[config.mk]
export PLATFORM = sky130hd
export DESIGN_NAME = stream_substring_replace
export DESIGN_NICKNAME = d
export VERILOG_FILES = /design/src/design/ssr_pkg.sv /design/src/design/ssr_fifo.sv /design/src/design/ssr_engine.sv /design/src/design/stream_substring_replace.sv
export SDC_FILE = /design/constraint.sdc
export NUM_CORES = 1
export LEC_CHECK = 0
export BUFFER_PORTS_ARGS = -buffer_cell sky130_fd_sc_hd__buf_2
export CORE_UTILIZATION = 50
export CTS_CLUSTER_DIAMETER = 200
export CTS_CLUSTER_SIZE = 24
export DETAILED_ROUTE_END_ITERATION = 12
export PLACE_DENSITY = 0.66
export SLEW_MARGIN = 10
export SYNTH_ARGS = -nofsm -noshare
export SYNTH_HDL_FRONTEND = slang
export SYNTH_HIERARCHICAL = 1
export SYNTH_SLANG_ARGS = --single-unit
[constraint.sdc]
create_clock -name clk -period 4.3 [get_ports clk]
set_input_delay 0.645 -clock clk [delete_from_list [all_inputs] [get_ports clk]]
set_output_delay 0.645 -clock clk [all_outputs]
set_load 0.005 [all_outputs]
[src/design/ssr_pkg.sv]
// shared types and constants for the streaming find-and-replace block
package ssr_pkg;

    localparam int MAX_PATTERN_DEF = 8;
    localparam int MAX_REPLACEMENT = 8;
    localparam int IN_Q_DEPTH_DEF  = 2;
    localparam int OUT_Q_DEPTH_DEF = 2;
    localparam int CFG_DATA_W      = 64;
    localparam int CFG_INDEX_W     = 2;

    typedef enum logic [CFG_INDEX_W-1:0] {
        REG_PATTERN_BYTES      = 2'd0,
        REG_PATTERN_LENGTH     = 2'd1,
        REG_REPLACEMENT_BYTES  = 2'd2,
        REG_REPLACEMENT_LENGTH = 2'd3
    } cfg_reg_t;

    typedef struct packed {
        logic                  valid;
        cfg_reg_t              index;
        logic [CFG_DATA_W-1:0] data;
    } cfg_wr_t;

    typedef struct packed {
        logic       eot;
        logic [7:0] ch;
    } in_word_t;

    typedef struct packed {
        logic [7:0] ch;
        logic       has;
        logic       lot;
        logic       lor;
    } out_word_t;

    typedef enum logic [2:0] {
        ST_IDLE,
        ST_SCAN,
        ST_REPL,
        ST_FLUSH,
        ST_FINISH
    } state_t;

endpackage

[src/design/ssr_fifo.sv]
// small first-word-fall-through queue used on both sides of the engine
module ssr_fifo #(
    parameter int WIDTH = 8,
    parameter int DEPTH = 2
) (
    input  logic             clk,
    input  logic             rst_n,
    input  logic             wr_en,
    input  logic [WIDTH-1:0] wr_data,
    output logic             wr_full,
    input  logic             rd_en,
    output logic [WIDTH-1:0] rd_data,
    output logic             rd_empty
);

    localparam int AW = (DEPTH > 1) ? $clog2(DEPTH) : 1;
    localparam int CW = $clog2(DEPTH + 1);

    logic [WIDTH-1:0] mem_reg [DEPTH];
    logic [AW-1:0]    wr_ptr_reg, wr_ptr_next;
    logic [AW-1:0]    rd_ptr_reg, rd_ptr_next;
    logic [CW-1:0]    cnt_reg, cnt_next;
    logic             do_wr, do_rd;

    assign wr_full  = (cnt_reg == CW'(DEPTH));
    assign rd_empty = (cnt_reg == '0);
    assign rd_data  = mem_reg[rd_ptr_reg];
    assign do_wr    = wr_en && !wr_full;
    assign do_rd    = rd_en && !rd_empty;

    always_comb
    begin
        wr_ptr_next = wr_ptr_reg;
        rd_ptr_next = rd_ptr_reg;
        cnt_next    = cnt_reg;
        if (do_wr)
        begin
            wr_ptr_next = (wr_ptr_reg == AW'(DEPTH - 1)) ? '0 : wr_ptr_reg + 1'b1;
        end
        if (do_rd)
        begin
            rd_ptr_next = (rd_ptr_reg == AW'(DEPTH - 1)) ? '0 : rd_ptr_reg + 1'b1;
        end
        if (do_wr && !do_rd)
        begin
            cnt_next = cnt_reg + 1'b1;
        end
        else if (do_rd && !do_wr)
        begin
            cnt_next = cnt_reg - 1'b1;
        end
    end

    always_ff @(posedge clk or negedge rst_n)
    begin
        if (!rst_n)
        begin
            wr_ptr_reg <= '0;
            rd_ptr_reg <= '0;
            cnt_reg    <= '0;
        end
        else
        begin
            wr_ptr_reg <= wr_ptr_next;
            rd_ptr_reg <= rd_ptr_next;
            cnt_reg    <= cnt_next;
        end
    end

    always_ff @(posedge clk)
    begin
        if (do_wr)
        begin
            mem_reg[wr_ptr_reg] <= wr_data;
        end
    end

endmodule

[src/design/ssr_engine.sv]
// match engine: pending window, pattern compare and result sequencing
module ssr_engine #(
    parameter int MAX_PATTERN = ssr_pkg::MAX_PATTERN_DEF
) (
    input  logic               clk,
    input  logic               rst_n,
    input  ssr_pkg::cfg_wr_t   cfg,
    input  logic               in_empty,
    input  ssr_pkg::in_word_t  in_word,
    output logic               in_pop,
    input  logic               out_full,
    output logic               out_push,
    output ssr_pkg::out_word_t out_word
);

    localparam int AW = (MAX_PATTERN > 1) ? $clog2(MAX_PATTERN) : 1;
    localparam int CW = $clog2(MAX_PATTERN + 1);

    ssr_pkg::state_t state_reg, state_next;
    logic [63:0]     pat_reg, pat_next;
    logic [3:0]      plen_reg, plen_next;
    logic [63:0]     rep_reg, rep_next;
    logic [3:0]      rlen_reg, rlen_next;
    logic [CW-1:0]   cnt_reg, cnt_next;
    logic            hold_v_reg, hold_v_next;

    logic [7:0]      win_reg [MAX_PATTERN];
    logic [7:0]      win_next [MAX_PATTERN];
    logic [7:0]      hold_ch_reg, hold_ch_next;
    logic            eot_reg, eot_next;
    logic [3:0]      idx_reg, idx_next;

    logic [3:0]             plen_eff, rlen_eff, cnt4;
    logic [MAX_PATTERN-1:0] eq, lt;
    logic                   prefix_ok;
    logic                   can_emit;
    logic                   emit_valid;
    logic [7:0]             emit_ch;
    logic [CW-1:0]          wr_pos;

    always_comb
    begin
        if (plen_reg == 4'd0)
        begin
            plen_eff = 4'd1;
        end
        else if (plen_reg > 4'(MAX_PATTERN))
        begin
            plen_eff = 4'(MAX_PATTERN);
        end
        else
        begin
            plen_eff = plen_reg;
        end
        rlen_eff = (rlen_reg > 4'(ssr_pkg::MAX_REPLACEMENT))
                   ? 4'(ssr_pkg::MAX_REPLACEMENT) : rlen_reg;
    end

    assign cnt4 = 4'(cnt_reg);

    // window bytes below the count must equal the pattern prefix
    always_comb
    begin
        for (int i = 0; i < MAX_PATTERN; i++)
        begin
            eq[i] = (win_reg[i] == pat_reg[8*i +: 8]);
            lt[i] = (CW'(i) < cnt_reg);
        end
    end

    assign prefix_ok = &(eq | ~lt);
    assign can_emit  = !hold_v_reg || !out_full;

    always_comb
    begin
        state_next   = state_reg;
        pat_next     = pat_reg;
        plen_next    = plen_reg;
        rep_next     = rep_reg;
        rlen_next    = rlen_reg;
        cnt_next     = cnt_reg;
        hold_v_next  = hold_v_reg;
        hold_ch_next = hold_ch_reg;
        eot_next     = eot_reg;
        idx_next     = idx_reg;
        win_next     = win_reg;
        in_pop       = 1'b0;
        out_push     = 1'b0;
        out_word     = '0;
        emit_valid   = 1'b0;
        emit_ch      = 8'd0;
        wr_pos       = (cnt4 >= plen_eff) ? '0 : cnt_reg;

        unique case (state_reg)
            ssr_pkg::ST_IDLE:
            begin
                if (!in_empty)
                begin
                    in_pop                = 1'b1;
                    win_next[wr_pos[AW-1:0]] = in_word.ch;
                    cnt_next              = wr_pos + 1'b1;
                    eot_next              = in_word.eot;
                    state_next            = ssr_pkg::ST_SCAN;
                end
            end
            ssr_pkg::ST_SCAN:
            begin
                if (cnt_reg == '0 || (prefix_ok && cnt4 != plen_eff))
                begin
                    state_next = eot_reg ? ssr_pkg::ST_FLUSH : ssr_pkg::ST_FINISH;
                end
                else if (prefix_ok)
                begin
                    idx_next   = 4'd0;
                    state_next = ssr_pkg::ST_REPL;
                end
                else if (can_emit)
                begin
                    // candidate failed: release the oldest byte and look again
                    emit_valid = 1'b1;
                    emit_ch    = win_reg[0];
                    for (int i = 0; i < MAX_PATTERN - 1; i++)
                    begin
                        win_next[i] = win_reg[i+1];
                    end
                    cnt_next = cnt_reg - 1'b1;
                end
            end
            ssr_pkg::ST_REPL:
            begin
                if (idx_reg < rlen_eff)
                begin
                    if (can_emit)
                    begin
                        emit_valid = 1'b1;
                        emit_ch    = rep_reg[8*idx_reg[2:0] +: 8];
                        idx_next   = idx_reg + 4'd1;
                    end
                end
                else
                begin
                    cnt_next   = '0;
                    state_next = eot_reg ? ssr_pkg::ST_FLUSH : ssr_pkg::ST_FINISH;
                end
            end
            ssr_pkg::ST_FLUSH:
            begin
                if (cnt_reg == '0)
                begin
                    state_next = ssr_pkg::ST_FINISH;
                end
                else if (can_emit)
                begin
                    emit_valid = 1'b1;
                    emit_ch    = win_reg[0];
                    for (int i = 0; i < MAX_PATTERN - 1; i++)
                    begin
                        win_next[i] = win_reg[i+1];
                    end
                    cnt_next = cnt_reg - 1'b1;
                end
            end
            ssr_pkg::ST_FINISH:
            begin
                // the held word is the last one of this input
                if (hold_v_reg)
                begin
                    if (!out_full)
                    begin
                        out_push    = 1'b1;
                        out_word    = '{ch: hold_ch_reg, has: 1'b1, lot: eot_reg, lor: 1'b1};
                        hold_v_next = 1'b0;
                        state_next  = ssr_pkg::ST_IDLE;
                    end
                end
                else if (eot_reg)
                begin
                    if (!out_full)
                    begin
                        out_push   = 1'b1;
                        out_word   = '{ch: 8'd0, has: 1'b0, lot: 1'b1, lor: 1'b1};
                        state_next = ssr_pkg::ST_IDLE;
                    end
                end
                else
                begin
                    state_next = ssr_pkg::ST_IDLE;
                end
            end
            default:
            begin
                state_next = ssr_pkg::ST_IDLE;
            end
        endcase

        // a new word pushes the previously held one out with no end marks
        if (emit_valid)
        begin
            if (hold_v_reg)
            begin
                out_push = 1'b1;
                out_word = '{ch: hold_ch_reg, has: 1'b1, lot: 1'b0, lor: 1'b0};
            end
            hold_v_next  = 1'b1;
            hold_ch_next = emit_ch;
        end

        if (cfg.valid)
        begin
            unique case (cfg.index)
                ssr_pkg::REG_PATTERN_BYTES:
                begin
                    pat_next = cfg.data;
                end
                ssr_pkg::REG_PATTERN_LENGTH:
                begin
                    plen_next = cfg.data[3:0];
                    cnt_next  = '0;
                end
                ssr_pkg::REG_REPLACEMENT_BYTES:
                begin
                    rep_next = cfg.data;
                end
                ssr_pkg::REG_REPLACEMENT_LENGTH:
                begin
                    rlen_next = cfg.data[3:0];
                end
                default:
                begin
                    pat_next = pat_reg;
                end
            endcase
        end
    end

    always_ff @(posedge clk or negedge rst_n)
    begin
        if (!rst_n)
        begin
            state_reg  <= ssr_pkg::ST_IDLE;
            pat_reg    <= '0;
            plen_reg   <= 4'd1;
            rep_reg    <= '0;
            rlen_reg   <= 4'd0;
            cnt_reg    <= '0;
            hold_v_reg <= 1'b0;
        end
        else
        begin
            state_reg  <= state_next;
            pat_reg    <= pat_next;
            plen_reg   <= plen_next;
            rep_reg    <= rep_next;
            rlen_reg   <= rlen_next;
            cnt_reg    <= cnt_next;
            hold_v_reg <= hold_v_next;
        end
    end

    always_ff @(posedge clk)
    begin
        win_reg     <= win_next;
        hold_ch_reg <= hold_ch_next;
        eot_reg     <= eot_next;
        idx_reg     <= idx_next;
    end

endmodule

[src/design/stream_substring_replace.sv]
// top level: input queue, match engine and result queue
//
//   channel  | handshake            | payload
//   ---------+----------------------+--------------------------------------------
//   input    | push / full          | char_in, end_of_text
//   result   | empty / pop          | char_out, has_char, last_of_text, last_of_run
//   config   | cfg_valid/cfg_ready  | cfg_index, cfg_data
//
// the engine takes one word at a time: it loads the word into the window, releases
// bytes of a failed candidate, ends the scan, emits the replacement after a match,
// flushes the window at end of text and then closes the word; a byte step waits
// while the result queue is full, and a bare end marker goes out in the closing step.
// the input queue holds words while the engine works, the result queue lets the
// consumer stall without stopping the engine until it is full.
// reset empties both queues and the window and loads the register reset values.
module stream_substring_replace #(
    parameter int MAX_PATTERN = ssr_pkg::MAX_PATTERN_DEF,
    parameter int IN_DEPTH    = ssr_pkg::IN_Q_DEPTH_DEF,
    parameter int OUT_DEPTH   = ssr_pkg::OUT_Q_DEPTH_DEF
) (
    input  logic                               clk,
    input  logic                               rst_n,
    input  logic [7:0]                         char_in,
    input  logic                               end_of_text,
    input  logic                               push,
    output logic                               full,
    output logic [7:0]                         char_out,
    output logic                               has_char,
    output logic                               last_of_text,
    output logic                               last_of_run,
    output logic                               empty,
    input  logic                               pop,
    input  logic                               cfg_valid,
    output logic                               cfg_ready,
    input  logic [ssr_pkg::CFG_INDEX_W-1:0]    cfg_index,
    input  logic [ssr_pkg::CFG_DATA_W-1:0]     cfg_data
);

    localparam int IN_W  = $bits(ssr_pkg::in_word_t);
    localparam int OUT_W = $bits(ssr_pkg::out_word_t);

    ssr_pkg::cfg_wr_t   cfg;
    ssr_pkg::in_word_t  in_wr, in_rd;
    ssr_pkg::out_word_t out_wr, out_rd;
    logic               in_empty, in_pop;
    logic               out_full, out_push;

    assign cfg_ready = 1'b1;
    assign cfg       = '{valid: cfg_valid, index: ssr_pkg::cfg_reg_t'(cfg_index),
                         data: cfg_data};
    assign in_wr     = '{eot: end_of_text, ch: char_in};

    ssr_fifo #(
        .WIDTH (IN_W),
        .DEPTH (IN_DEPTH)
    ) u_in_q (
        .clk      (clk),
        .rst_n    (rst_n),
        .wr_en    (push),
        .wr_data  (in_wr),
        .wr_full  (full),
        .rd_en    (in_pop),
        .rd_data  (in_rd),
        .rd_empty (in_empty)
    );

    ssr_engine #(
        .MAX_PATTERN (MAX_PATTERN)
    ) u_engine (
        .clk      (clk),
        .rst_n    (rst_n),
        .cfg      (cfg),
        .in_empty (in_empty),
        .in_word  (in_rd),
        .in_pop   (in_pop),
        .out_full (out_full),
        .out_push (out_push),
        .out_word (out_wr)
    );

    ssr_fifo #(
        .WIDTH (OUT_W),
        .DEPTH (OUT_DEPTH)
    ) u_out_q (
        .clk      (clk),
        .rst_n    (rst_n),
        .wr_en    (out_push),
        .wr_data  (out_wr),
        .wr_full  (out_full),
        .rd_en    (pop),
        .rd_data  (out_rd),
        .rd_empty (empty)
    );

    assign char_out     = out_rd.ch;
    assign has_char     = out_rd.has;
    assign last_of_text = out_rd.lot;
    assign last_of_run  = out_rd.lor;

endmodule

==> flow_summary.toml <==
[setup_path]
path_class = "flip-flop to flip-flop"
startpoint_type = "flip-flop"
reg2reg_depth = 11
cp_slowest_cell = "dfrtp_1"
cp_top_family = "simple AND/OR/NAND/NOR gates"
path_max_fanout = 11
crit_required_ps = 4420
arrival_ps = 3920
endpoint_kind = "flip-flop"
rr_startpoint = "u_engine/cnt4[0]$_DFF_PN0_"
path_buf_inv = 1
cp_cell_sequence = "inv_1 > ha_1 > and2_1 > a21oi_1 > a21oi_1 > o2111ai_4 > a211oi_4 > nor2_1 > a21o_1 > nand2_2 > nor2_1"
rrSetupSlack_ps = 500
slowest_delay_ps = 620
r2r-end = "u_out_q/mem_reg[0][5]$_DFFE_PP_"

[cts]
clkTransAtPathRegs_ps = 100
root_buffer = "clkbuf_16"
cts_made_buffers = 15
clock_sinks = 269
ctsHoldBuffers = 0
post_cts_buffers = 0
clk_path_buf_depth = 3
clkLatencyLatePin_ps = 510
h-tree-depth = 1
tritoncts = "yes"
cts_resized = 0

[placement]
place.gp.congestion = 0.885
dpl_worst_slack_ps = 591
detailed_place_hpwl_um = 20800
io_buffers = 92

[drt]
wl_per_cell_um = 21.9
detail_route.vias_per_cell = 5.81
remaining_drc_errors = 0
drtIter0Drc = 582
drtAntennaViolNets = 0
via_count = 7695
wirelength_um = 28900
firstDrtPassIters = 5

[cells_and_area]
register_area_um2 = 7320
final_nets = 1085
drive_above_1_share_pct = 30.9
antennaDiodeCount = 0
nFillCells = 2062
multi_input_area_um2 = 4920
syn_to_final_growth_pct = 10.1

[timing]
worstMarginPinSlew_ps = 1260
hold_violations = 0
setup_viol_count_final = 0
slew_violations = 0
fin_setup_tns_ps = 0
fmaxAchievable_mhz = 263
fin_crit_sh_pct = 88.4
fin_skew_ps = 26.4
fin_crit_ps = 3800
maxSlewHeadroom_pct = 15.0
timing.final.ws_setup_ps = 500
rsz0062_at_grt = "no"

[logic_synthesis]
muxShareOfSynthArea_pct = 17.8
yosys.area_share.simple_pct = 7.20
netlist_area_um2 = 12500
yosysTopAreaCell = "dfrtp_1"
ys_seq_area_share_pct = 58.6
ys_seq_elements = 269
synth_most_common_cell = "dfrtp_1"
synth_top_area_share_pct = 30.3
synth-compound-area-share_pct = 7.40
synthTopCellsByCount = "dfrtp_1, mux2_2, edfxtp_1, xor2_1, nand2_1"
synth_area_leaders = "dfrtp_1, edfxtp_1, mux2_2, xor2_1, mux4_2"
syn_nets = 1005
synth_fa_ha_area_share_pct = 1.40
async_flop_share_pct = 56.5
synthXorXnorAreaFrac_pct = 5.53
synth.avg_cell_area_um2 = 13.7
synthCells = 911
synth_edf_count = 117
synth_top_family_by_area = "multiplexers"
yosysWarnings = 6
synth.distinct_cells = 66
ys.flop_type = "dfrtp_1"

[grt]
grt_pass1_vias = 7758
use_met1_pct = 32.6
use_met2_pct = 38.0
grt-busiest-layer = "met2"
grtUsageTotal_pct = 23.2
antenna_found_initial = 0
gr-total-overflow = 0
grt_start_max_net_pins = 95
grt_util_met3_pct = 3.27
grt_pass1_wl_um = 45500

[floorplanning]
dieArea_um2 = 25600
initial_utilization_pct = 51.2
rows = 57
pin_count = 94
die_h_um = 160
dieWidth_um = 160
core-area_um2 = 24400

[outcome]
status = "finished clean"

[power_and_ir_drop]
ir_worst_vdd_v = 0.000560
power_mw = 9.14
p_leak_nw = 5.50
power_density_nw_per_um2 = 665

[hold_path]
hp-class = "input port to async pin"

[run]
maxCapViolations = 0
==> placed cells by master, fill, tap and decap left out, types with 25 or more instances in the layout <==
cell type | synthesis | layout
mux2_2 | 147 | 147
nor2_1 | 41 | 40
buf_2 | 4 | 91
nand2_1 | 60 | 60
xor2_1 | 69 | 69
edfxtp_1 | 117 | 117
dfrtp_1 | 151 | 151
a32o_1 | 25 | 25
o21ai_0 | 41 | 41
==> cell type report <==
type	count	area share [%]
clock buffers	24	2.98
clock inverters	2	0.209
inverters	15	0.410
multi-input cells	582	35.8
flip-flops and latches	269	53.3
well taps	324	2.95
repair buffers	108	4.36
==> report_power, final <==
| group | leakage, nW | switching [mW] | internal, mW | total, mW |
|---|---|---|---|---|
| Clock | 0.210 | 0.836 | 0.678 | 1.51 |
| Sequential | 2.90 | 0.628 | 3.72 | 4.35 |
| Combinational | 2.38 | 1.93 | 1.34 | 3.27 |
==> layer usage <==
layer / up-vias / routed length [um] / share of wire, %
met5: - / 0 / 0
met4: 0 / 773 / 2.7
met3: 36 / 1690 / 5.8
met2: 234 / 14100 / 49
met1: 3908 / 12400 / 43
li1: 3517 / - / -
==> logic make-up after synthesis <==
| kind of cell | Yosys count |
|---|---|
| AND/OR/NAND/NOR | 183 |
| AO/OA/AOI/OAI | 125 |
| flip-flops | 269 |
| other | 1 |
| multiplexers | 181 |
| XOR/XNOR | 78 |
| adder cells (fa/ha/maj) | 14 |
| buffers and inverters | 60 |
==> per-stage QoR <==
step / area, um^2 / hold WS, ps / cells / util (%)
floorplan: 12500 / 349 / 911 / -
global placement: 13300 / 476 / 1298 / 54.5
detailed placement: 13300 / 490 / 1298 / 54.5
CTS: 13700 / 242 / 1324 / 56.3
global route: 13700 / 256 / 1324 / 56.3
finish: 13700 / 182 / 1324 / 56.3
==> how the worst max path moves through the flow <==
stage,startpoint,endpoint,slack (ps),cells after the start
floorplan,u_engine/cnt4[0]$_DFF_PN0_,u_out_q/mem_reg[0][0]$_DFFE_PP_,930,10
global placement,u_engine/cnt4[2]$_DFF_PN0_,u_engine/win_reg[17]$_DFFE_PP_,580,8
detailed placement,u_engine/cnt4[0]$_DFF_PN0_,u_out_q/mem_reg[0][5]$_DFFE_PP_,590,11
CTS,u_engine/cnt4[0]$_DFF_PN0_,u_out_q/mem_reg[0][5]$_DFFE_PP_,530,11
global route,u_engine/cnt4[0]$_DFF_PN0_,u_out_q/mem_reg[0][8]$_DFFE_PP_,160,11
finish,u_engine/cnt4[0]$_DFF_PN0_,u_out_q/mem_reg[0][5]$_DFFE_PP_,500,11
==> worst reg2reg max path: cells and delay by family (launching register included) <==
kind,cells,cell delay (ps)
and+or+nand+nor,4,1460
AOI/OAI and AO/OA,5,800
DFF,1,620
adders and majority gates,1,350
buffers and inverters,1,200
Note: power is estimated with default switching activity, not from simulation.
